### src/cplm_pkg.sv
package cplm_pkg;

  localparam int MAX_ENTRIES_DEF = 16;

  localparam int ADDR_W  = 128;
  localparam int IDX_W   = 4;
  localparam int PLEN_W  = 8;
  localparam int CNT_W   = 5;
  localparam int CMP_W   = 9;

  localparam logic [CNT_W-1:0]  ENTRY_COUNT_RST = 5'd16;
  localparam logic [PLEN_W-1:0] V4_MAX_PREFIX   = 8'd32;
  localparam logic [PLEN_W-1:0] V6_MAX_PREFIX   = 8'd128;

  typedef enum logic {
    REQ_WRITE  = 1'b0,
    REQ_LOOKUP = 1'b1
  } req_t;

  typedef struct packed {
    req_t              req;
    logic              v6;
    logic [IDX_W-1:0]  idx;
    logic              ok;
    logic [ADDR_W-1:0] addr;
    logic [PLEN_W-1:0] plen;
    logic              hit;
  } item_t;

  function automatic logic [ADDR_W-1:0] prefix_mask(input logic [PLEN_W-1:0] plen);
    logic [ADDR_W-1:0] m;
    for (int j = 0; j < ADDR_W; j++) begin
      m[ADDR_W-1-j] = (PLEN_W'(j) < plen);
    end
    return m;
  endfunction

endpackage

### src/cplm_cell.sv
module cplm_cell #(
  parameter int CELL_IDX = 0
) (
  input  logic                    clk,
  input  logic                    rst_n,
  input  logic                    adv,
  input  logic [cplm_pkg::CNT_W-1:0] cnt,
  input  logic                    in_vld,
  input  cplm_pkg::item_t         in_item,
  output logic                    out_vld,
  output cplm_pkg::item_t         out_item
);
  import cplm_pkg::*;

  logic              vld_r;
  item_t             item_r;
  item_t             item_nxt;
  logic              ent_vld_r;
  logic              fam_r;
  logic [ADDR_W-1:0] addr_r;
  logic [ADDR_W-1:0] mask_r;
  logic              active;
  logic              wr_hit;
  logic              look_hit;

  assign active = (CMP_W'(CELL_IDX) < {{(CMP_W-CNT_W){1'b0}}, cnt});

  assign wr_hit = in_vld && (in_item.req == REQ_WRITE) && in_item.ok &&
                  (CMP_W'(CELL_IDX) == {{(CMP_W-IDX_W){1'b0}}, in_item.idx});

  assign look_hit = (in_item.req == REQ_LOOKUP) && active && ent_vld_r &&
                    (fam_r == in_item.v6) &&
                    (((in_item.addr ^ addr_r) & mask_r) == '0);

  always_comb begin
    item_nxt     = in_item;
    item_nxt.hit = in_item.hit | look_hit;
  end

  always_ff @(posedge clk) begin
    if (!rst_n) begin
      vld_r     <= 1'b0;
      ent_vld_r <= 1'b0;
    end else if (adv) begin
      vld_r <= in_vld;
      if (wr_hit) begin
        ent_vld_r <= 1'b1;
      end
    end
  end

  always_ff @(posedge clk) begin
    if (adv) begin
      item_r <= item_nxt;
      if (wr_hit) begin
        fam_r  <= in_item.v6;
        addr_r <= in_item.addr;
        mask_r <= prefix_mask(in_item.plen);
      end
    end
  end

  assign out_vld  = vld_r;
  assign out_item = item_r;

endmodule

### config.mk
export PLATFORM = sky130hd
export DESIGN_NAME = cplm_cell
export DESIGN_NICKNAME = d
export VERILOG_FILES = /design/src/cplm_pkg.sv /design/src/cplm_cell.sv
export SDC_FILE = /design/constraint.sdc
export NUM_CORES = 1
export LEC_CHECK = 0
export ABC_AREA = 1
export ABC_CLOCK_PERIOD_IN_PS = 15100
export BUFFER_PORTS_ARGS = -buffer_cell sky130_fd_sc_hd__buf_2
export CORE_AREA = 8 8 206 208
export DETAILED_ROUTE_END_ITERATION = 16
export DIE_AREA = 0 0 214 216
export SYNTH_ARGS = -nofsm -noshare
export SYNTH_HDL_FRONTEND = slang
export SYNTH_SLANG_ARGS = --single-unit
### constraint.sdc
create_clock -name clk -period 15.1 [get_ports clk]
set_clock_uncertainty 0.1 [all_clocks]
set_input_delay 3.02 -clock clk [delete_from_list [all_inputs] [get_ports clk]]
set_output_delay 3.02 -clock clk [all_outputs]
set_load 0.005 [all_outputs]
* After elaboration in Yosys (flattened, before gate mapping)
Index checks and enable logic that the tools add are counted.
** Cells by class
- $lt $le $gt $ge :: 129
- Equal/unequal tests :: 1
- Bitwise operators :: 4
- Reductions and logical operators :: 10
** Operators by type and width (count)
- 7-bit by 8-bit less-than comparator with 1-bit output (first input constant) :: 64
- 6-bit by 8-bit less-than comparator with 1-bit output (first input constant) :: 32
- 128-bit AND :: 1
- 128-bit zero test :: 1
- 5-bit by 8-bit less-than comparator with 1-bit output (first input constant) :: 16
- 128-bit XOR :: 1
- 4-bit by 8-bit less-than comparator with 1-bit output (first input constant) :: 8
- 3-bit by 8-bit less-than comparator with 1-bit output (first input constant) :: 4
- 1-bit by 8-bit less-than comparator with 1-bit output (first input constant) :: 2
- 2-bit by 8-bit less-than comparator with 1-bit output (first input constant) :: 2
- 1-bit logical AND :: 7
- 1-bit by 5-bit less-than comparator with 1-bit output (first input constant) :: 1
- 4-bit zero test :: 1
- 2-bit AND reduction :: 1
- 1-bit == test :: 1
- 1-bit inverter :: 1
- 1-bit bitwise OR :: 1
** Storage, ports and cells
- Register bits after elaboration :: 403
- Bits of input ports :: 153
- Output and inout port bits :: 145
- Logic and storage cells :: 156

* Longest topological paths before layout
- Word-level depth :: 6
- Mapped depth :: 11
- Gate-level depth less buffers :: 11

* Worst setup path after synthesis
No wires, ideal clock.
- Path type :: input to register
- From :: input in_item[139] (netlist bit)
- To :: register addr_r[0], enable pin
- Library setup time :: 881 ps
- Arrival time :: 14060 ps
- Required time :: 14119 ps
- Setup slack :: 59 ps
- Stages on the path :: 3
- Path buffers :: 0
- Cell sequence :: nor4_1 > nand4_1 > nor2_1
** Between the ends
- Word-level cells in the longest chain between the ends :: 3
** RTL lines
- from (decl) :: line cplm_cell.sv:9 : input cplm_pkg::item_t in_item,
- 4-bit zero test :: line cplm_cell.sv:29 : (CMP_W'(CELL_IDX) == {{(CMP_W-IDX_W){1'b0}}, in_item.idx});
- 1-bit logical AND :: line cplm_cell.sv:28 : assign wr_hit = in_vld && (in_item.req == REQ_WRITE) && in_item.ok &&
- 2-bit AND reduction (no source line)
- to (signal assigned) :: line cplm_cell.sv:57 : addr_r <= in_item.addr;
- to (decl) :: line cplm_cell.sv:20 : logic [ADDR_W-1:0] addr_r;
No other way between the ends.
A chain may end at the register's enable or synchronous reset.

* Worst setup path after layout
- From :: input in_item[139] (netlist bit)
- To :: register mask_r[58], enable pin
** Between the ends
- Word-level cells in the longest chain between the ends :: 3
** RTL lines
- 4-bit zero test :: line cplm_cell.sv:29
- 1-bit logical AND :: line cplm_cell.sv:28
- 2-bit AND reduction (no source line)
- to (signal assigned) :: line cplm_cell.sv:58 : mask_r <= prefix_mask(in_item.plen);
- to (decl) :: line cplm_cell.sv:21 : logic [ADDR_W-1:0] mask_r;
No other way between the ends.

==> out/metrics.yaml <==
floorplanning:
  core-area_mm2: 0.03918
  design.die.area_mm2: 0.04622
  ios: 298
  die_y_um: 216
  fp.dieW_um: 214
  start_util_pct: 40.34
  core.rowCount: 73
timing:
  timing.final.ws_setup_ns: 9.749
  setup_viol: 0
  fmax_mhz: 186.9
  tns_ns: 0
  finalCriticalPeriod_ns: 5.351
  tightest_slew_ns: 1.083
  timing.final.hold_violations: 0
  slew_violations: 0
  grt_setup_unrepaired: "no"
  post-route-period-util_pct: 35.44
  slew_headroom_pct: 27.83
clock_network:
  cts_tree: "built"
  cts_buffer_depth: 3
  numCtsBuffers: 44
  clkSinkCount: 403
  clk_pin_slew_ns: 0.06
  cts_hold_buf: 0
  htreeDepth: 2
  insertion_delay_ns: 0.57
  post_cts_resized: 0
  clockRootBuffer: "clkbuf_16"
  post_cts_buffers: 0
pwr:
  leakagePower_uw: 0.007796
  power_density_mw_per_mm2: 129.3
  vdd_drop_max_mv: 0.08293
worst_hold_path:
  min_path_type: "flop to flop"
placement:
  gp_congestion: 0.7268
  dpl_cell_area_mm2: 0.01793
  hpwlAfterDp_um: 26210
  dp.cells: 2029
  dp_slack_ns: 9.066
  io_buffers: 297
synthesis:
  synth_cell_types: 27
  yosys_register_bits: 403
  synth_xor_area_share_pct: 0.05541
  synth-compound-area-share_pct: 3.950
  syn-mean-instance-area_um2: 12.97
  synth_nets: 1372
  muxShareOfSynthArea_pct: 0
  synth_top_family_by_area: "simple AND/OR/NAND/NOR gates"
  synth.cell_area_mm2: 0.01581
  synthAdderAreaFrac_pct: 0
  syn_inst: 1219
  synth_flop_cell: "edfxtp_1"
  synth_seq_area_share_pct: 76.43
  yosys.area_share.simple_pct: 16.10
  synth_edf_count: 401
  async_reset_ff_share_pct: 0
  yosys_warnings: 0
cells_and_area:
  fin_area_mm2: 0.01940
  synthToLayoutAreaGrowth_pct: 22.73
  drive_gt1_share_pct: 30.15
  final_cells: 2110
  fin_util_pct: 49.51
  finalNetCount: 1703
critical_path:
  critPathCaptureType: "flop"
  cp.buffers_inverters: 3
  critical_path_class: "input port to flop"
  worst_path_largest_cell_delay_ns: 0.82
  startpoint_type: "input port"
  critPathTopFamily: "buffers and inverters"
  cp_slowest_cell: "buf_4"
  cp_cell_sequence: "buf_2, nor4_1, nand4_1, nor2_4, buf_12, buf_4"
  required_ns: 15.17
  worstPathArrival_ns: 5.42
  crit_fanout: 194
route:
  viasPerCell: 4.748
  drcViolationCount: 0
  vias: 10019
  first_iter_violations: 738
  ant_nets: 0
  wl_per_cell_um: 18.13
  first_pass_iters: 7
  route.final.wire_length_um: 38260
global_route:
  grt_pass1_vias: 10054
  grt_pass1_wl_um: 57590
  grtUsageMet3_pct: 5.483
  grt_max_degree: 195
  grtUsageTotal_pct: 16.14
  grt-busiest-layer: "met2"
  grt_overflow: 0
  gr-usage-met1_pct: 20.67
  met2_usage_pct: 26.01
  antenna_found_initial: 7
outcome:
  status: "finished clean"
flow_run:
  drv_cap: 0
[cells in the mapped netlist, types with 3 or more instances]
library cell	number	area (um2)
a21oi_1	45	225.2
a21oi_2	10	87.58
buf_2	6	30.03
clkbuf_1	6	22.52
edfxtp_1	401	12040
inv_1	116	435.4
inv_2	4	15.01
nand2_1	280	1051
nand3_1	119	595.6
nand4_1	3	18.77
nor2_1	67	251.5
nor2_2	5	31.28
nor2_4	7	78.83
o21ai_0	56	280.3
or2_2	76	475.5
[state kept, by name, summed over array words and instances, names as in the netlist]
name       flops
addr_r       128
ent_vld_r      1
fam_r          1
mask_r       128
out_item     144
out_vld        1
[placed cells by master (no fill, tap or decap), types with 2 or more instances in the layout]
master and count:
diode_2 3, nor2_1 66, nor2_4 8, nor2_2 5
clkbuf_1 7, o21ai_0 56, inv_6 2, bufinv_16 7
dfxtp_1 2, o22ai_1 2, inv_1 116, a21oi_1 44
or2_2 76, nor3_1 2, edfxtp_1 401, nand4_1 3
a21oi_2 11, buf_4 3, clkinv_2 10, nand3_1 119
nand2_1 280, clkbuf_16 45, inv_2 4, o21ai_2 3
buf_2 296, clkinvlp_4 2, clkinv_1 5
[per-layer routing]
metal	part of all wire [%]	wire length [um]
met1	42	15970
met2	47	18100
met3	8.8	3378
met4	2.0	761
met5	0.14	55
[stage by stage]
step	hold WS [ns]	total power (uW)
global placement	0.3462	1441
finish	0.3721	2509
CTS	0.3766	2544
global route	0.4216	2598
floorplan	0.3412	1347
detailed placement	0.3671	1444
[cell families after synthesis]
| kind of cell | after synthesis |
|---|---|
| XOR/XNOR | 1 |
| flip-flops | 403 |
| AND/OR/NAND/NOR | 562 |
| AO/OA/AOI/OAI | 116 |
| buffers and inverters | 137 |
[worst register-to-register path: stages (launching register included)]
cell and delay, ns:
edfxtp_1 0.38, or2_2 0.31, nand3_1 0.07, nand2_1 0.08
nor2_1 0.09, nand2_1 0.08, nor2_1 0.32, nand2_1 0.14
nor2_1 0.12, nand2_1 0.09, nand2_1 0.07
[cell type report]
| class | instances | area, um2 |
|---|---|---|
| flip-flops and latches | 403 | 12080 |
| diodes | 3 | 7.507 |
| clock inverters | 26 | 311.5 |
| fillers | 3435 | 19790 |
| multi-input cells | 679 | 3197 |
| well taps | 525 | 656.9 |
| repair buffers | 301 | 1535 |
| inverters | 121 | 456.7 |
| clock buffers | 52 | 1152 |
[report_power, final]
group | total (uW) | switching [uW] | leakage, uW | internal (uW)
Sequential | 1280 | 8.13 | 0.00392 | 1270
Clock | 1090 | 428 | 0.000718 | 664
Combinational | 140 | 88.8 | 0.00316 | 51.3
[path summary, 6_finish.rpt]
check               start           to  slack, ns  cells after the start
max          in_item[139]   mask_r[58]       9.75                      6
min               out_vld      out_vld       0.37                      2
max reg2reg    addr_r[67]  out_item[0]      13.13                     10
min reg2reg       out_vld      out_vld       0.37                      2
Power figures use the tool's default switching activity.
